--- config.mk ---
export PLATFORM = sky130hd
export DESIGN_NAME = sse_stream_parser
export DESIGN_NICKNAME = d
export VERILOG_FILES = /design/src/design/sse_pkg.sv /design/src/design/sse_ram.sv /design/src/design/sse_stream_parser.sv
export SDC_FILE = /design/constraint.sdc
export NUM_CORES = 1
export LEC_CHECK = 0
export BUFFER_PORTS_ARGS = -buffer_cell sky130_fd_sc_hd__buf_2
export CORE_MARGIN = 2
export CORE_UTILIZATION = 59
export DETAILED_ROUTE_END_ITERATION = 10
export PLACE_DENSITY = 0.73
export SETUP_SLACK_MARGIN = 0.05
export SYNTH_ARGS = -nofsm -noshare
export SYNTH_HDL_FRONTEND = slang
export SYNTH_HIERARCHICAL = 1
export SYNTH_SLANG_ARGS = --single-unit
export TNS_END_PERCENT = 1
--- constraint.sdc ---
create_clock -name clk -period 4.75 [get_ports clk]
set_clock_uncertainty 0.1 [all_clocks]
set_input_delay 0.95 -clock clk [delete_from_list [all_inputs] [get_ports clk]]
set_output_delay 0.95 -clock clk [all_outputs]
set_load 0.05 [all_outputs]
--- src/design/sse_pkg.sv ---
// ----------------------------------------------------------------------------
// sse_pkg
// Shared constants, result kind codes and character tables for the
// server-sent-events stream parser.
// ----------------------------------------------------------------------------
package sse_pkg;

  localparam int NAME_MAX_DEF = 32;
  localparam int MSG_LEN      = 7;

  localparam logic OP_BYTE  = 1'b0;
  localparam logic OP_CLEAR = 1'b1;

  typedef enum logic [1:0] {
    KIND_DATA  = 2'd0,
    KIND_NAME  = 2'd1,
    KIND_END   = 2'd2,
    KIND_ABORT = 2'd3
  } kind_t;

  localparam logic [7:0] CHAR_CR    = 8'h0d;
  localparam logic [7:0] CHAR_LF    = 8'h0a;
  localparam logic [7:0] CHAR_COLON = 8'h3a;
  localparam logic [7:0] CHAR_SPACE = 8'h20;

  function automatic logic [7:0] data_char(input logic [2:0] i);
    case (i)
      3'd0: return 8'h64;   // d
      3'd1: return 8'h61;   // a
      3'd2: return 8'h74;   // t
      3'd3: return 8'h61;   // a
      default: return 8'h00;
    endcase
  endfunction

  function automatic logic [7:0] event_char(input logic [2:0] i);
    case (i)
      3'd0: return 8'h65;   // e
      3'd1: return 8'h76;   // v
      3'd2: return 8'h65;   // e
      3'd3: return 8'h6e;   // n
      3'd4: return 8'h74;   // t
      default: return 8'h00;
    endcase
  endfunction

  function automatic logic [7:0] msg_char(input logic [2:0] i);
    case (i)
      3'd0: return 8'h6d;   // m
      3'd1: return 8'h65;   // e
      3'd2: return 8'h73;   // s
      3'd3: return 8'h73;   // s
      3'd4: return 8'h61;   // a
      3'd5: return 8'h67;   // g
      3'd6: return 8'h65;   // e
      default: return 8'h00;
    endcase
  endfunction

endpackage

--- src/design/sse_ram.sv ---
// ----------------------------------------------------------------------------
// sse_ram
// Generic single-write, single-read synchronous RAM with registered read data.
// ----------------------------------------------------------------------------
module sse_ram #(
  parameter int WIDTH = 8,
  parameter int DEPTH = sse_pkg::NAME_MAX_DEF,
  localparam int AW = (DEPTH > 1) ? $clog2(DEPTH) : 1
) (
  input  logic             clk,
  input  logic             we,
  input  logic [AW-1:0]    waddr,
  input  logic [WIDTH-1:0] wdata,
  input  logic             re,
  input  logic [AW-1:0]    raddr,
  output logic [WIDTH-1:0] rdata
);

  logic [WIDTH-1:0] mem [DEPTH];
  logic [WIDTH-1:0] rdata_r;

  always_ff @(posedge clk) begin
    if (we) begin
      mem[waddr] <= wdata;
    end
    if (re) begin
      rdata_r <= mem[raddr];
    end
  end

  assign rdata = rdata_r;

endmodule

--- src/design/sse_stream_parser.sv ---
// ----------------------------------------------------------------------------
// sse_stream_parser
// Server-sent-events line parser, one stream byte per input transfer.
// ----------------------------------------------------------------------------
// Input channel (in_valid/in_ready): in_opcode selects a stream byte or a
// clear; in_byte carries the byte. Result channel (out_valid/out_ready):
// out_kind, out_byte, out_last, out_name_truncated, one result per transfer.
// Ordinary bytes give zero or one result, registered in the cycle after the
// input transfer; one byte per cycle is taken while the receiver keeps up.
// A blank line that closes a frame with data holds in_ready low while the
// event name is streamed from the name RAM: a RAM read, then the N stored
// name bytes, then the end marker; or the default name "message" and the
// end marker when no name is stored.
// A clear transfer gives one abort result if a data field of the frame has
// already opened, and returns the parser to its idle state.
// Reset (rst_n low, synchronous) empties the output register and returns
// the line state to start of line; the name RAM is not cleared, only
// entries below the stored length are read.
// A stalled receiver holds the result in the output register; a new input
// is taken in the same cycle the held result is transferred.
// ----------------------------------------------------------------------------
module sse_stream_parser #(
  parameter int NAME_MAX = sse_pkg::NAME_MAX_DEF
) (
  input  logic       clk,
  input  logic       rst_n,
  input  logic       in_valid,
  output logic       in_ready,
  input  logic       in_opcode,
  input  logic [7:0] in_byte,
  output logic       out_valid,
  input  logic       out_ready,
  output logic [1:0] out_kind,
  output logic [7:0] out_byte,
  output logic       out_last,
  output logic       out_name_truncated
);

  localparam int AW = (NAME_MAX > 1) ? $clog2(NAME_MAX) : 1;
  localparam int LW = $clog2(NAME_MAX + 1);
  localparam int IW = (LW > 3) ? LW : 3;
  localparam logic [LW-1:0] NAME_FULL = LW'(NAME_MAX);
  localparam logic [IW-1:0] MSG_LAST  = IW'(sse_pkg::MSG_LEN - 1);

  typedef enum logic [1:0] {
    S_IDLE,
    S_NAME,
    S_END
  } state_t;

  typedef enum logic [3:0] {
    PH_START     = 4'd0,
    PH_COMMENT   = 4'd1,
    PH_IGNORE    = 4'd2,
    PH_FIELD_D   = 4'd3,
    PH_FIELD_E   = 4'd4,
    PH_DATA_SP   = 4'd5,
    PH_DATA_VAL  = 4'd6,
    PH_EVENT_SP  = 4'd7,
    PH_EVENT_VAL = 4'd8
  } phase_t;

  state_t          state_r, state_nxt;
  phase_t          phase_r, phase_nxt;
  logic [2:0]      mc_r, mc_nxt;
  logic            cr_r, cr_nxt;
  logic [LW-1:0]   len_r, len_nxt;
  logic            ovf_r, ovf_nxt;
  logic            open_r, open_nxt;
  logic            msg_r, msg_nxt;
  logic            pend_r, pend_nxt;
  logic [IW-1:0]   idx_r, idx_nxt;
  logic            out_valid_r, out_valid_nxt;

  sse_pkg::kind_t  out_kind_r;
  logic [7:0]      out_byte_r;
  logic            out_last_r;
  logic            out_trunc_r;

  logic            out_free;
  logic            acc;
  logic            skip;
  logic            is_cr, is_lf, is_colon, is_sp;
  logic            do_open, do_store;
  logic            load;
  sse_pkg::kind_t  ld_kind;
  logic [7:0]      ld_byte;
  logic            ld_last;
  logic            ld_trunc;
  logic [IW-1:0]   idx_inc;

  logic            ram_we;
  logic [AW-1:0]   ram_waddr;
  logic            ram_re;
  logic [AW-1:0]   ram_raddr;
  logic [7:0]      ram_rdata;

  sse_ram #(
    .WIDTH (8),
    .DEPTH (NAME_MAX)
  ) u_name_ram (
    .clk   (clk),
    .we    (ram_we),
    .waddr (ram_waddr),
    .wdata (in_byte),
    .re    (ram_re),
    .raddr (ram_raddr),
    .rdata (ram_rdata)
  );

  assign out_free = !out_valid_r || out_ready;
  assign in_ready = (state_r == S_IDLE) && out_free;
  assign acc      = in_valid && in_ready;
  assign is_cr    = (in_byte == sse_pkg::CHAR_CR);
  assign is_lf    = (in_byte == sse_pkg::CHAR_LF);
  assign is_colon = (in_byte == sse_pkg::CHAR_COLON);
  assign is_sp    = (in_byte == sse_pkg::CHAR_SPACE);
  assign skip     = cr_r && is_lf;
  assign idx_inc  = idx_r + 1'b1;

  always_comb begin
    state_nxt = state_r;
    phase_nxt = phase_r;
    mc_nxt    = mc_r;
    cr_nxt    = cr_r;
    len_nxt   = len_r;
    ovf_nxt   = ovf_r;
    open_nxt  = open_r;
    msg_nxt   = msg_r;
    pend_nxt  = pend_r;
    idx_nxt   = idx_r;
    do_open   = 1'b0;
    do_store  = 1'b0;
    load      = 1'b0;
    ld_kind   = sse_pkg::KIND_DATA;
    ld_byte   = 8'h00;
    ld_last   = 1'b1;
    ld_trunc  = 1'b0;
    ram_we    = 1'b0;
    ram_waddr = len_r[AW-1:0];
    ram_re    = 1'b0;
    ram_raddr = idx_r[AW-1:0];

    case (state_r)
      S_IDLE: begin
        if (acc) begin
          if (in_opcode == sse_pkg::OP_CLEAR) begin
            if (open_r) begin
              load    = 1'b1;
              ld_kind = sse_pkg::KIND_ABORT;
            end
            cr_nxt    = 1'b0;
            phase_nxt = PH_START;
            mc_nxt    = 3'd0;
            len_nxt   = '0;
            ovf_nxt   = 1'b0;
            open_nxt  = 1'b0;
          end else begin
            cr_nxt = 1'b0;
            if (!skip) begin
              if (is_cr || is_lf) begin
                // line end
                cr_nxt    = is_cr;
                phase_nxt = PH_START;
                mc_nxt    = 3'd0;
                case (phase_r)
                  PH_START: begin
                    if (open_r) begin
                      state_nxt = S_NAME;
                      idx_nxt   = '0;
                      pend_nxt  = 1'b0;
                      msg_nxt   = (len_r == '0);
                    end else begin
                      len_nxt = '0;
                      ovf_nxt = 1'b0;
                    end
                  end
                  PH_FIELD_D: begin
                    if (mc_r == 3'd4) begin
                      do_open = 1'b1;
                    end
                  end
                  PH_FIELD_E: begin
                    if (mc_r == 3'd5) begin
                      len_nxt = '0;
                      ovf_nxt = 1'b0;
                    end
                  end
                  default: ;
                endcase
              end else begin
                case (phase_r)
                  PH_START: begin
                    if (is_colon) begin
                      phase_nxt = PH_COMMENT;
                    end else if (in_byte == sse_pkg::data_char(3'd0)) begin
                      phase_nxt = PH_FIELD_D;
                      mc_nxt    = 3'd1;
                    end else if (in_byte == sse_pkg::event_char(3'd0)) begin
                      phase_nxt = PH_FIELD_E;
                      mc_nxt    = 3'd1;
                    end else begin
                      phase_nxt = PH_IGNORE;
                    end
                  end
                  PH_FIELD_D: begin
                    if (mc_r < 3'd4 && in_byte == sse_pkg::data_char(mc_r)) begin
                      mc_nxt = mc_r + 3'd1;
                    end else if (mc_r == 3'd4 && is_colon) begin
                      do_open   = 1'b1;
                      phase_nxt = PH_DATA_SP;
                    end else begin
                      phase_nxt = PH_IGNORE;
                    end
                  end
                  PH_FIELD_E: begin
                    if (mc_r < 3'd5 && in_byte == sse_pkg::event_char(mc_r)) begin
                      mc_nxt = mc_r + 3'd1;
                    end else if (mc_r == 3'd5 && is_colon) begin
                      len_nxt   = '0;
                      ovf_nxt   = 1'b0;
                      phase_nxt = PH_EVENT_SP;
                    end else begin
                      phase_nxt = PH_IGNORE;
                    end
                  end
                  PH_DATA_SP: begin
                    phase_nxt = PH_DATA_VAL;
                    if (!is_sp) begin
                      load    = 1'b1;
                      ld_byte = in_byte;
                    end
                  end
                  PH_DATA_VAL: begin
                    load    = 1'b1;
                    ld_byte = in_byte;
                  end
                  PH_EVENT_SP: begin
                    phase_nxt = PH_EVENT_VAL;
                    do_store  = !is_sp;
                  end
                  PH_EVENT_VAL: begin
                    do_store = 1'b1;
                  end
                  PH_COMMENT: ;
                  default: begin
                    phase_nxt = PH_IGNORE;
                  end
                endcase
              end
            end
          end
        end

        // joining newline goes out when the next data field opens
        if (do_open) begin
          if (open_r) begin
            load    = 1'b1;
            ld_byte = sse_pkg::CHAR_LF;
          end
          open_nxt = 1'b1;
        end

        if (do_store) begin
          if (len_r < NAME_FULL) begin
            ram_we  = 1'b1;
            len_nxt = len_r + 1'b1;
          end else begin
            ovf_nxt = 1'b1;
          end
        end
      end

      S_NAME: begin
        if (msg_r) begin
          if (out_free) begin
            load    = 1'b1;
            ld_kind = sse_pkg::KIND_NAME;
            ld_byte = sse_pkg::msg_char(idx_r[2:0]);
            ld_last = 1'b0;
            if (idx_r == MSG_LAST) begin
              state_nxt = S_END;
            end else begin
              idx_nxt = idx_inc;
            end
          end
        end else if (!pend_r) begin
          ram_re   = 1'b1;
          pend_nxt = 1'b1;
        end else if (out_free) begin
          load    = 1'b1;
          ld_kind = sse_pkg::KIND_NAME;
          ld_byte = ram_rdata;
          ld_last = 1'b0;
          if (idx_inc == IW'(len_r)) begin
            state_nxt = S_END;
            pend_nxt  = 1'b0;
          end else begin
            ram_re    = 1'b1;
            ram_raddr = idx_inc[AW-1:0];
            idx_nxt   = idx_inc;
          end
        end
      end

      S_END: begin
        if (out_free) begin
          load      = 1'b1;
          ld_kind   = sse_pkg::KIND_END;
          ld_trunc  = ovf_r;
          len_nxt   = '0;
          ovf_nxt   = 1'b0;
          open_nxt  = 1'b0;
          state_nxt = S_IDLE;
        end
      end

      default: begin
        state_nxt = S_IDLE;
      end
    endcase

    out_valid_nxt = load || (out_valid_r && !out_ready);
  end

  always_ff @(posedge clk) begin
    if (!rst_n) begin
      state_r     <= S_IDLE;
      phase_r     <= PH_START;
      mc_r        <= 3'd0;
      cr_r        <= 1'b0;
      len_r       <= '0;
      ovf_r       <= 1'b0;
      open_r      <= 1'b0;
      msg_r       <= 1'b0;
      pend_r      <= 1'b0;
      idx_r       <= '0;
      out_valid_r <= 1'b0;
    end else begin
      state_r     <= state_nxt;
      phase_r     <= phase_nxt;
      mc_r        <= mc_nxt;
      cr_r        <= cr_nxt;
      len_r       <= len_nxt;
      ovf_r       <= ovf_nxt;
      open_r      <= open_nxt;
      msg_r       <= msg_nxt;
      pend_r      <= pend_nxt;
      idx_r       <= idx_nxt;
      out_valid_r <= out_valid_nxt;
    end
  end

  always_ff @(posedge clk) begin
    if (load) begin
      out_kind_r  <= ld_kind;
      out_byte_r  <= ld_byte;
      out_last_r  <= ld_last;
      out_trunc_r <= ld_trunc;
    end
  end

  assign out_valid          = out_valid_r;
  assign out_kind           = out_kind_r;
  assign out_byte           = out_byte_r;
  assign out_last           = out_last_r;
  assign out_name_truncated = out_trunc_r;

endmodule

After elaboration in Yosys (flattened, before gate mapping):

Memory sizes are Yosys's and may differ from the RTL's. A register that Yosys moved wholly into a read port is not among the register bits.
Index checks and enable logic that the tools add are counted.

* add/subtract/negate cells: 3
* order comparisons: 3
* equality and inequality tests: 54
* muxes and demuxes: 175
* bitwise gates (word level): 2
* reductions and logical operators: 37

Operators by type and width (number)
* 8-bit 2-to-1 mux: 22
* 6-bit 2-to-1 mux: 24
* 1-bit 2-to-1 mux: 67
* 3-bit 2-to-1 mux: 13
* 2-bit 2-to-1 mux: 19
* 6-bit one-hot mux with 2 select lines: 3
* 7-bit one-hot mux with 5 select lines: 1
* 8-bit one-hot mux with 2 select lines: 2
* 7-bit one-hot mux with 4 select lines: 1
* 5-bit 2-to-1 mux: 5
* 4-bit one-hot mux with 6 select lines: 1
* 11-bit AND reduction: 2
* 7-bit one-hot mux with 3 select lines: 1
* 4-bit 2-to-1 mux: 5
* 4-bit != test, second input constant: 5
* 4-bit by 3-bit == test with 1-bit output, second input constant: 4
* 8-bit by 4-bit == test with 1-bit output, second input constant: 2
* 8-bit by 6-bit == test with 1-bit output, second input constant: 2
* 8-bit by 7-bit == test with 1-bit output, second input constant: 2
* 8-bit == test: 2
* 2-bit != test, second input constant: 8
* 8-bit AND reduction: 2
* 3-bit == test, second input constant: 5
* 3-bit != test, second input constant: 5
* 38 further kinds: 71

* flip-flop bits (word level): 39
* bits in writable memories: 256
* bits of input ports: 13
* memories: 1

Memories
* u_name_ram.mem: words 32, bits a word 8, read ports 1, clocked after memory_dff 1, wr ports 1, line sse_ram.sv:19 `logic [WIDTH-1:0] mem [DEPTH];`

Depth between registers and ports, before layout:

Gate-level depths: netlist (run 1).

* word-level depth: 21
* depth in mapped cells: 13
* mapped depth without buffers: 11

By module:

The synthesis (run 1) kept the hierarchy.

By module, submodules not included
* sse_ram: times used 1, cells each 417, area an instance 10133.5 um^2, sequential area each 7927.6 um^2
* sse_stream_parser: times used 1, cells each 391, area an instance 3151.8 um^2, sequential area each 900.9 um^2

Worst setup path before layout (run 1):

OpenSTA, ideal clock, no wires.

* path type: reg2reg
* start point: register idx_r[0]
* end point: register u_name_ram.rdata_r[0], in the netlist u_name_ram/rdata[0] (read register of u_name_ram.mem), data pin
* library setup time: 260 ps
* arrival: 3637 ps
* required time: 4390 ps
* setup slack: 753 ps
* stages on the path, launching flop included: 14
* path buffers: 2
* period minus slack after synthesis: 3997 ps
* cell sequence: dfxtp_1 -> ha_1 -> ha_1 -> xor2_1 -> nand3_1 -> nor3_1 -> a21bo_2 -> nand2_1 -> mux2i_1 -> clkbuf_1 -> buf_1 -> mux4_2 -> mux4_2 -> mux2_2

* cells in the longest elaborated chain, start to end: 7

RTL lines
* start, declared: line sse_stream_parser.sv:72 `logic [IW-1:0] idx_r, idx_nxt;`
* start signal, assigned: line sse_stream_parser.sv:349 `idx_r <= idx_nxt;`
* 6-bit by 1-bit adder with 6-bit output (*): line sse_stream_parser.sv:119 `assign idx_inc = idx_r + 1'b1;`
* 6-bit == test: line sse_stream_parser.sv:295 `if (idx_inc == IW'(len_r)) begin`
* 5-bit 2-to-1 mux (*): line sse_stream_parser.sv:295
* 5-bit 2-to-1 mux (*): line sse_stream_parser.sv:290 `end else if (out_free) begin`
* 5-bit 2-to-1 mux (*): line sse_stream_parser.sv:287 `end else if (!pend_r) begin`
* 5-bit 2-to-1 mux (*): line sse_stream_parser.sv:275 `if (msg_r) begin`
* 5-bit 2-to-1 mux (*): line sse_stream_parser.sv:144 `case (state_r)`
* net ram_raddr[2]: line sse_stream_parser.sv:95 `logic [AW-1:0] ram_raddr;`
* end, declared: line sse_ram.sv:20 `logic [WIDTH-1:0] rdata_r;`

Mark *: on every way through the listed nets, which the timed path passes. The rest lies on a longest branch.
A chain may end at the register's enable or synchronous reset.

Final worst setup path (run 1):

* start point: register idx_r[0]
* end point: register u_name_ram.rdata_r[4], in the netlist u_name_ram/rdata[4] (read register of u_name_ram.mem), data pin

Same word-level chain as after synthesis.

==> metrics.cfg, run 1 <==
[final_layout]
drive_above_1_share_pct=27.4
syn_to_final_growth_pct=14.1
num-nets-final=915
fin_util_pct=69.0
instances_no_fill=1195

[yosys]
synth_xor_area_share_pct=1.05
synth_top_cell_by_area=edfxtp_1
synth_edf_count=276
ys_seq_elements=303
synth_fa_ha_area_share_pct=1.13
seq_area_frac_synth_pct=66.5
synth_cell_types=75
synthTopCellsByArea=edfxtp_1, mux4_2, dfxtp_1
syn_area_mm2=0.0133
synthSimpleGateAreaFrac_pct=8.83
synth_compound_area_share_pct=5.91
ys_warn_count=6
netlist_instances=808
synth_area_per_cell_um2=16.4
synth_nets=833
synthFlopType=edfxtp_1
synthDominantCellAreaShare_pct=62.4
synth_top_family_by_area=multiplexers
synth.area.mux_share_pct=14.6
ys_async_sr_fraction_pct=0

[setup_path]
critPathLaunchType=register
r2r_setup_slack_ns=0.37
critPathMaxStageDelay_ns=0.53
reg2reg_depth=13
crit_arrival_ns=4.59
setup.worst_path.class=reg2reg
cp-startpoint=idx_r[0]$_SDFFE_PN0P_
reg2reg_to=u_name_ram/rdata[4]$_DFFE_PP_
slowest_stage=mux4_2
worstSetupEndpointType=register
worst_ep_required_time_ns=4.96
path_max_fanout=30
r2r_start=idx_r[0]$_SDFFE_PN0P_
path_cells=ha_1 -> ha_1 -> xor2_1 -> nand3_1 -> nor3_2 -> a21bo_2 -> nand2_1 -> buf_4 -> mux2i_4 -> buf_12 -> mux4_2 -> mux4_2 -> mux2_2

[clock_tree]
clk_pin_slew_ns=0.06
numCtsBuffers=30
tritoncts=yes
cts_root_buf=clkbuf_16
h-tree-depth=1
clkSinkCount=303
clk_path_buf_depth=3
clk_latency_ns=0.56
ctsHoldBuffers=0

[power]
swShare_pct=19.8
p_comb_share_pct=2.0
clock_power_share_pct=43.3
power_switching_uw=1050
p_leak_uw=0.00485
intPower_uw=4260
cellPowerDensity_mw_per_mm2=351
irDropWorstVdd_mv=0.330
p_seq_share_pct=54.6

[global_route]
grt_pass1_wl_mm=48.0
grt_overflow=0
grt.total_usage_pct=27.4
grt_pass1_vias=7853
grt_max_degree=40
antenna_found_initial=2

[place]
dp_slack_ns=0.104
place_inst=1136
dp_hpwl_mm=20.9
place_congestion=0.848
io_buffers=26

[drt]
antenna_left=0
first_pass_iters=5
drt-total-wl_mm=31.6
wl_per_cell_um=26.4
drt_iter0_drc=723
routed_via_density=6.58
via_count=7864
drc=0

[die]
core_mm2=0.0220
die_y_um=154
die_width_um=154
fp.dieArea_mm2=0.0237
ioPinCount=27
rows=54
start_util_pct=60.5

[min_path]
min_from=ovf_r$_SDFFE_PN0P_
worst_hold_path.num_cells=2
hp-class=reg2reg
whs_endpoint=ovf_r$_SDFFE_PN0P_

[timing]
tns_ns=0
finalCritPeriodShare_pct=92.2
setup_viol=0
layout_setup_ws_ns=0.369
hold_violations=0
max_freq_ghz=0.228
rsz0062_at_grt=no
finalMaxSlewViolations=0
worst_hold_slack_ns=0.363
slew_headroom_pct=26.7
worst_pin_slew_ns=1.10
min_period_ns=4.38

[status]
outcome=complete, no violations

[flow_run]
max-cap-violations=0

## sequential cells by signal, indices dropped and copies added, names as in the netlist, 2 cells and up
register / cells
state_r: 2
out_kind: 2
u_name_ram/mem: 256
idx_r: 6
len_r: 6
mc_r: 3
out_byte: 8
u_name_ram/rdata: 8
phase_r: 4
## stage by stage
step	power, µW	cell area, µm²
finish	5320	15200
global route	5450	15200
CTS	5350	15100
detailed placement	3070	14200
global placement	3060	14200
floorplan	3000	13300
## cells in the mapped netlist, types with 3 or more instances
master and number:
o31ai_1 6, a31oi_1 8, clkbuf_1 21, mux2i_1 4
or3_1 5, nand3_1 17, o21ai_0 28, nor2_1 55
and3_1 3, buf_2 7, o22ai_1 3, nor3_1 11
a211oi_1 3, a32oi_1 3, nor4_1 11, nor2b_1 10
a21oi_1 25, a32o_1 3, and3b_1 3, nand4_1 7
nand3b_1 8, nor3b_1 5, mux4_2 80, and2_1 4
ha_1 12, xnor2_1 10, edfxtp_1 276, a22o_1 4
buf_4 6, or4_1 3, buf_1 7, xor2_1 6
nand2b_1 9, or3b_2 3, o21a_1 3, or2_2 4
mux2_2 9, nand2_1 40, nand4b_1 3, dfxtp_1 27
inv_1 14
## critical path, delay by kind of cell, from the launching register on
family          cells  cell delay [ns]
compound gates      1             0.29
mux                 4             1.61
xor+xnor            1             0.15
buf+inv             2             0.43
simple gates        3             0.51
flops               1             0.38
fa+ha+maj           2             0.62
## how the worst max path moves through the flow
stage / endpoint / cells after the start / slack [ns]
floorplan: u_name_ram/rdata[0]$_DFFE_PP_ / 13 / 0.75
global placement: u_name_ram/rdata[3]$_DFFE_PP_ / 12 / 0.23
detailed placement: u_name_ram/rdata[4]$_DFFE_PP_ / 12 / 0.10
CTS: u_name_ram/rdata[4]$_DFFE_PP_ / 12 / 0.08
global route: u_name_ram/rdata[4]$_DFFE_PP_ / 13 / 0.14
finish: u_name_ram/rdata[4]$_DFFE_PP_ / 13 / 0.37
## power by group through the flow
stage	registers [µW]	clock network, µW	logic [µW]
6_report	2910	2300	108
3_5_place_dp	2960	0	107
3_3_place_gp	2960	0	102
4_1_cts	2900	2340	107
5_1_grt	2900	2430	117
2_1_floorplan	2960	0	42.3
## cells by family after synthesis
group           after synthesis
buf+inv                      58
fa+ha+maj                    12
xor+xnor                     16
compound gates              112
flops                       303
simple gates                214
mux                          93
## layout make-up
cell class	count	area, µm²
multi-input combinational	447	4230
sequential	303	8830
clock buffer	37	787
tap	280	350
timing repair buffer	94	728
clock inverter	18	178
inverter	14	52.6
antenna	2	5.00
fill	1433	6800
## what timing repair did
| action | 4_1_cts | 5_1_grt |
|---|---|---|
| hold endpoints to repair | 0 | 0 |
| gates resized for setup | 0 | 3 |
| setup buffers | 0 | 2 |
| endpoints found under the setup margin | 0 | 8 |
## per-layer routing
metal | global-route usage, % | share of wire [%] | up-vias
met5 | 0 | 0 | -
met4 | 8.72 | 3.4 | 0
met3 | 4.74 | 7.6 | 71
met2 | 44.0 | 48 | 362
met1 | 39.1 | 41 | 4009
li1 | - | - | 3422
## cells in the final DEF (no fill, tap or decap), types with 9 or more instances in the layout
| master | count |
|---|---|
| edfxtp_1 | 276 |
| mux4_2 | 80 |
| buf_4 | 61 |
| nor2_1 | 55 |
| nand2_1 | 40 |
| clkbuf_16 | 30 |
| o21ai_0 | 28 |
| dfxtp_1 | 26 |
| buf_2 | 26 |
| a21oi_1 | 25 |
| nand3_1 | 17 |
| inv_1 | 14 |
| ha_1 | 12 |
| nor4_1 | 11 |
| nor2b_1 | 10 |
| nor3_1 | 10 |
| xnor2_1 | 9 |
| nand2b_1 | 9 |
| mux2_2 | 9 |
Power figures use the tool's default switching activity.
==> inputs of run 2 (changes only) <==
--- a/config.mk
+++ b/config.mk
@@ -7,9 +7,9 @@
 export LEC_CHECK = 0
 export BUFFER_PORTS_ARGS = -buffer_cell sky130_fd_sc_hd__buf_2
 export CORE_MARGIN = 2
-export CORE_UTILIZATION = 59
+export CORE_UTILIZATION = 45
 export DETAILED_ROUTE_END_ITERATION = 10
-export PLACE_DENSITY = 0.73
+export PLACE_DENSITY = 0.57
 export SETUP_SLACK_MARGIN = 0.05
 export SYNTH_ARGS = -nofsm -noshare
 export SYNTH_HDL_FRONTEND = slang
==> run 2 against run 1 <==
Clock power up 9.1%. Combinational power about the same. First-iteration DRC count up 13%. Non-clock buffer count down 13. Total power up 3.8%. Die area up 30%. Fmax down 1.9%. Via count down 2.2%. Cell count up 7.9%. Global-route usage down 6.2 points. Sequential power about the same. Sequential cell count unchanged. Critical endpoint is now u_name_ram/rdata[0]$_DFFE_PP_. Largest cell class unchanged. Highest routed layer unchanged.
==> metrics.cfg, run 2 (synthesis gave the netlist of run 1 again) <==
[status]
outcome=complete, no violations  ; unchanged

[drt]
drc=0  ; unchanged
drt_iter0_drc=814  ; was 723
routed_via_density=5.97  ; was 6.58
via_count=7694  ; was 7864
antenna_left=0  ; unchanged
wl_per_cell_um=25.1  ; was 26.4 µm
drt-total-wl_mm=32.3  ; was 31.6 mm
first_pass_iters=5  ; unchanged

[setup_path]
setup.worst_path.class=reg2reg  ; unchanged
worst_ep_required_time_ns=4.96  ; about the same
path_max_fanout=32  ; was 30
crit_arrival_ns=4.68  ; was 4.59 ns
r2r_setup_slack_ns=0.29  ; was 0.37 ns
r2r_start=idx_r[0]$_SDFFE_PN0P_  ; unchanged
reg2reg_depth=13  ; unchanged
reg2reg_to=u_name_ram/rdata[0]$_DFFE_PP_  ; was u_name_ram/rdata[4]$_DFFE_PP_
worstSetupEndpointType=register  ; unchanged
critPathLaunchType=register  ; unchanged

[clock_tree]
cts_setup_buffers=0  ; unchanged
cts_root_buf=clkbuf_16  ; unchanged
clk_latency_ns=0.57  ; was 0.56 ns
ctsHoldBuffers=0  ; unchanged
clkSinkCount=303  ; unchanged
h-tree-depth=1  ; unchanged
clk_path_buf_depth=3  ; unchanged
numCtsBuffers=31  ; was 30
clk_pin_slew_ns=0.06  ; about the same
tritoncts=yes  ; unchanged

[place]
place_congestion=0.854  ; was 0.848
io_buffers=26  ; unchanged
dp_slack_ns=0.142  ; was 0.104 ns
place_inst=1229  ; was 1136
dp_hpwl_mm=21.9  ; was 20.9 mm
place_area_mm2=0.0142  ; about the same

[min_path]
hp-class=reg2reg  ; unchanged
whs_endpoint=ovf_r$_SDFFE_PN0P_  ; unchanged
worst_hold_path.num_cells=2  ; unchanged
min_from=ovf_r$_SDFFE_PN0P_  ; unchanged

[final_layout]
syn_to_final_growth_pct=14.7  ; was 14.1%
final_common_cell=edfxtp_1  ; unchanged
largest_reg_flops=256  ; unchanged
instances_no_fill=1289  ; was 1195
final_cell_mix=edfxtp_1, mux4_2, nor2_1  ; was edfxtp_1, mux4_2, buf_4
num-nets-final=903  ; was 915
drive_above_1_share_pct=26.0  ; was 27.4%
design_area_mm2=0.0152  ; about the same
top_register=u_name_ram/mem  ; unchanged

[die]
die_width_um=176  ; was 154 µm
fp.dieArea_mm2=0.0309  ; was 0.0237 mm²
die_y_um=176  ; was 154 µm
start_util_pct=46.0  ; was 60.5%
rows=62  ; was 54
ioPinCount=27  ; unchanged
core_mm2=0.0289  ; was 0.0220 mm²

[timing]
min_period_ns=4.46  ; was 4.38 ns
hold_violations=0  ; unchanged
max_freq_ghz=0.224  ; was 0.228 GHz
finalMaxSlewViolations=0  ; unchanged
slew_headroom_pct=21.8  ; was 26.7%
setup_viol=0  ; unchanged
tns_ns=0  ; unchanged
worst_pin_slew_ns=1.17  ; was 1.10 ns
rsz0062_at_grt=no  ; unchanged
finalCritPeriodShare_pct=94.0  ; was 92.2%
layout_setup_ws_ns=0.285  ; was 0.369 ns

[global_route]
grt_pass1_vias=7594  ; was 7853
grt_max_degree=48  ; was 40
antenna_found_initial=1  ; was 2
grt.total_usage_pct=21.2  ; was 27.4%
grt_overflow=0  ; unchanged
grt_pass1_wl_mm=48.5  ; was 48.0 mm

[power]
p_total_uw=5520  ; was 5320 µW
cellPowerDensity_mw_per_mm2=362  ; was 351 mW/mm²
irDropWorstVdd_mv=0.309  ; was 0.330 mV
p_leak_uw=0.00481  ; was 0.00485 µW

[flow_run]
max-cap-violations=0  ; unchanged

[run 2: cell count changes in the layout (fill, tap and decap cells not counted), moves of 3 or more]
cell,delta
buf_4,-11
inv_6,+4
buf_12,-4
bufinv_16,+3
clkinv_2,-5
[run 2: area by class of cell]
class	instances	area (µm²)
Inverter	14	52.6
Clock inverter	19	251
Fill cell	2343	13600
Timing Repair Buffer	81	602
Sequential cell	303	8830
Multi-Input combinational cell	447	4210
Clock buffer	39	806
Antenna cell	2	5.00
Tap cell	384	480
[run 2: routing by layer]
metal	GRT usage (%)	vias up	part of all wire, %
li1	-	3411	-
met1	30.3	3959	43
met2	34.7	286	48
met3	3.94	38	6.8
met4	3.93	0	1.5
met5	0	-	0
[run 2: worst max-delay path by stage]
| stage | slack [ns] | endpoint | from | depth (start not counted) |
|---|---|---|---|---|
| 6_report | 0.29 | u_name_ram/rdata[0]$_DFFE_PP_ | idx_r[0]$_SDFFE_PN0P_ | 13 |
| 3_5_place_dp | 0.14 | u_name_ram/rdata[0]$_DFFE_PP_ | idx_r[0]$_SDFFE_PN0P_ | 13 |
| 5_1_grt | 0.06 | u_name_ram/rdata[2]$_DFFE_PP_ | idx_r[2]$_SDFFE_PN0P_ | 13 |
| 3_3_place_gp | 0.27 | u_name_ram/rdata[0]$_DFFE_PP_ | idx_r[0]$_SDFFE_PN0P_ | 13 |
| 2_1_floorplan | 0.75 | u_name_ram/rdata[0]$_DFFE_PP_ | idx_r[0]$_SDFFE_PN0P_ | 13 |
| 4_1_cts | 0.13 | u_name_ram/rdata[0]$_DFFE_PP_ | idx_r[0]$_SDFFE_PN0P_ | 13 |
[run 2: per-stage QoR]
| step | util, % | hold WS, ns |
|---|---|---|
| floorplan | - | 0.336 |
| global placement | 49.1 | 0.361 |
| detailed placement | 49.1 | 0.373 |
| CTS | 52.8 | 0.381 |
| global route | 52.8 | 0.401 |
| finish | 52.8 | 0.380 |
[run 2: timing repair]
| action | in CTS | in global routing |
|---|---|---|
| hold endpoints to repair | 0 | 0 |
| gates resized for setup | 0 | 3 |
| endpoints found under the setup margin | 0 | 5 |
[run 2: worst max-delay path, stage by stage, from the launching register on]
cell       delay, ns
dfxtp_2         0.37
ha_1            0.23
ha_1            0.37
xor2_1          0.19
nand3_1         0.11
nor3_1          0.31
a21bo_2         0.30
nand2_1         0.13
xnor2_2         0.14
clkbuf_16       0.32
buf_12          0.24
mux4_2          0.54
mux4_2          0.52
mux2_2          0.29
[run 2: power by group]
group / switching (µW) / internal (µW)
Clock: 981 / 1530
Sequential: 2.77 / 2900
Combinational: 84.9 / 23.2
Total: 1070 / 4450
==> inputs of run 3 (changes only) <==
--- a/config.mk
+++ b/config.mk
@@ -6,10 +6,12 @@
 export NUM_CORES = 1
 export LEC_CHECK = 0
 export BUFFER_PORTS_ARGS = -buffer_cell sky130_fd_sc_hd__buf_2
+export CELL_PAD_IN_SITES_DETAIL_PLACEMENT = 0
+export CELL_PAD_IN_SITES_GLOBAL_PLACEMENT = 2
 export CORE_MARGIN = 2
 export CORE_UTILIZATION = 45
 export DETAILED_ROUTE_END_ITERATION = 10
-export PLACE_DENSITY = 0.57
+export PLACE_DENSITY = 0.73
 export SETUP_SLACK_MARGIN = 0.05
 export SYNTH_ARGS = -nofsm -noshare
 export SYNTH_HDL_FRONTEND = slang
==> run 3 against run 2 <==
Utilization decreased by 0.052 points. Wire length increased by 1.1%. Clock power decreased by 4%. Combinational power decreased by 4%. Critical path type unchanged. Via count grew 0.64%.
==> metrics.cfg, run 3 (synthesis gave the netlist of run 1 again) <==
[status]
outcome=complete, no violations  ; unchanged

[place]
io_buffers=26  ; unchanged
place_congestion=0.829  ; was 0.854
dp_hpwl_mm=22.2  ; was 21.9 mm

[power]
irDropWorstVdd_mv=0.317  ; was 0.309 mV
clock_power_share_pct=44.5  ; was 45.4%
power_switching_uw=1120  ; was 1070 µW
p_seq_share_pct=53.6  ; was 52.6%
p_leak_uw=0.00482  ; was 0.00481 µW
cellPowerDensity_mw_per_mm2=356  ; was 362 mW/mm²
swShare_pct=20.6  ; was 19.4%
intPower_uw=4310  ; was 4450 µW
p_comb_share_pct=1.9  ; was 2.0%

[clock_tree]
clk_latency_ns=0.51  ; was 0.57 ns
cts_root_buf=clkbuf_16  ; unchanged
clkSinkCount=303  ; unchanged
cts_setup_buffers=0  ; unchanged
numCtsBuffers=34  ; was 31
tritoncts=yes  ; unchanged
clk_path_buf_depth=3  ; unchanged
h-tree-depth=2  ; was 1
clk_pin_slew_ns=0.06  ; about the same

[drt]
wl_per_cell_um=25.3  ; was 25.1 µm
routed.top_layer=met4  ; unchanged
drt-total-wl_mm=32.7  ; was 32.3 mm
antenna_left=0  ; unchanged
routed-wl-met3_mm=1.36  ; was 2.21 mm
wl_met2_mm=16.0  ; was 15.7 mm
wl_met1_mm=14.3  ; was 14.0 mm
via_count=7743  ; was 7694
routed_via_density=6.00  ; was 5.97
drt_iter0_drc=657  ; was 814
drc=0  ; unchanged
first_pass_iters=5  ; unchanged

[final_layout]
final_cell_mix=edfxtp_1, mux4_2, nor2_1  ; unchanged
drive_above_1_share_pct=26.6  ; was 26.0%
seqCellArea_mm2=0.00883  ; unchanged
final_common_cell=edfxtp_1  ; unchanged
top_register=u_name_ram/mem  ; unchanged
fill_cells=2366  ; was 2343
multi_input_area_mm2=0.00423  ; was 0.00421 mm²
largest_reg_flops=256  ; unchanged
num-nets-final=909  ; was 903
syn_to_final_growth_pct=14.6  ; was 14.7%
antennaDiodeCount=0  ; was 2
fin_util_pct=52.8  ; about the same

[global_route]
grt.total_usage_pct=21.7  ; was 21.2%
antenna_found_initial=1  ; unchanged
grt_pass1_wl_mm=49.4  ; was 48.5 mm
grt_pass1_vias=7850  ; was 7594
grt_overflow=0  ; unchanged
grt_max_degree=65  ; was 48

[die]
fp.dieArea_mm2=0.0309  ; unchanged
die_y_um=176  ; unchanged
start_util_pct=46.0  ; unchanged
die_width_um=176  ; unchanged
rows=62  ; unchanged
ioPinCount=27  ; unchanged
core_mm2=0.0289  ; unchanged

[timing]
rsz0062_at_grt=no  ; unchanged
slew_headroom_pct=12.2  ; was 21.8%
hold_violations=0  ; unchanged
finalMaxSlewViolations=0  ; unchanged
tns_ns=0  ; unchanged
min_period_ns=4.34  ; was 4.46 ns
setup_viol=0  ; unchanged
finalCritPeriodShare_pct=91.3  ; was 94.0%
worst_pin_slew_ns=1.31  ; was 1.17 ns
max_freq_ghz=0.231  ; was 0.224 GHz

[min_path]
min_from=ovf_r$_SDFFE_PN0P_  ; unchanged
hp-class=reg2reg  ; unchanged

[setup_path]
worst_ep_required_time_ns=4.91  ; was 4.96 ns
reg2reg_to=u_name_ram/rdata[0]$_DFFE_PP_  ; unchanged
cp-startpoint=idx_r[0]$_SDFFE_PN0P_  ; unchanged
r2r_setup_slack_ns=0.41  ; was 0.29 ns
r2r_start=idx_r[0]$_SDFFE_PN0P_  ; unchanged
cp-endpoint=u_name_ram/rdata[0]$_DFFE_PP_  ; unchanged
reg2reg_depth=12  ; was 13
path_max_fanout=64  ; was 32
critPathLaunchType=register  ; unchanged
setup.worst_path.class=reg2reg  ; unchanged
worstSetupEndpointType=register  ; unchanged
crit_arrival_ns=4.50  ; was 4.68 ns

[flow_run]
max-cap-violations=0  ; unchanged

==> run 3: cell count changes in the layout (fill, tap and decap cells not counted), moves of 2 or more <==
cell       delta
clkbuf_16     +2
inv_6         -3
buf_4         +4
diode_2       -2
clkinv_2      +3
bufinv_16     -5
==> run 3: final cells by class <==
class	count	area share, %
sequential	303	58.0
tap	384	3.16
clock buffer	41	5.76
inverter	14	0.345
multi-input combinational	447	27.8
clock inverter	18	0.937
timing repair buffer	84	4.04
==> run 3: worst min path at each step <==
| stage | to | slack, ns | cells past startpoint |
|---|---|---|---|
| 2_1_floorplan | ovf_r$_SDFFE_PN0P_ | 0.34 | 2 |
| 3_3_place_gp | cr_r$_SDFFE_PN0P_ | 0.37 | 2 |
| 3_5_place_dp | cr_r$_SDFFE_PN0P_ | 0.37 | 2 |
| 4_1_cts | cr_r$_SDFFE_PN0P_ | 0.38 | 2 |
| 5_1_grt | cr_r$_SDFFE_PN0P_ | 0.41 | 2 |
| 6_report | ovf_r$_SDFFE_PN0P_ | 0.38 | 2 |
==> run 3: metal layers <==
metal / GRT usage, % / up-vias
li1: - / 3409
met1: 30.0 / 4042
met2: 36.0 / 230
met3: 3.05 / 62
met4: 6.75 / 0
met5: 0 / -
==> run 3: power groups by stage <==
| stage | Combinational (µW) | Clock [µW] | Sequential, µW |
|---|---|---|---|
| 2_1_floorplan | 42.3 | 0 | 2960 |
| 3_3_place_gp | 100 | 0 | 2960 |
| 3_5_place_dp | 105 | 0 | 2960 |
| 4_1_cts | 105 | 2470 | 2910 |
| 5_1_grt | 113 | 2570 | 2900 |
| 6_report | 104 | 2410 | 2910 |
==> run 3: repair_timing <==
| action | CTS | global route |
|---|---|---|
| resized for setup | 0 | 3 |
| endpoints found under the setup margin | 0 | 8 |
| hold buffers | 0 | 0 |
==> run 3: through the flow <==
step                      setup slack [ns]  hold slack (ns)  cell area, µm²  std cells  total power, µW
after floorplan                      0.753            0.336           13300        808             3000
after global placement               0.221            0.366           14200       1232             3060
after detailed placement             0.174            0.365           14200       1232             3070
after CTS                            0.123            0.382           15200       1291             5490
after global routing                 0.147            0.410           15200       1291             5590
final                                0.413            0.377           15200       1291             5420
==> run 3: worst max-delay path, cell delays in order (launching register included) <==
cell	delay (ns)
dfxtp_2	0.39
ha_1	0.25
ha_1	0.37
xor2_1	0.16
nand3_1	0.11
nor3_1	0.28
a21bo_2	0.30
nand2_2	0.17
mux2i_4	0.28
buf_12	0.31
mux4_2	0.42
mux4_2	0.55
mux2_2	0.29
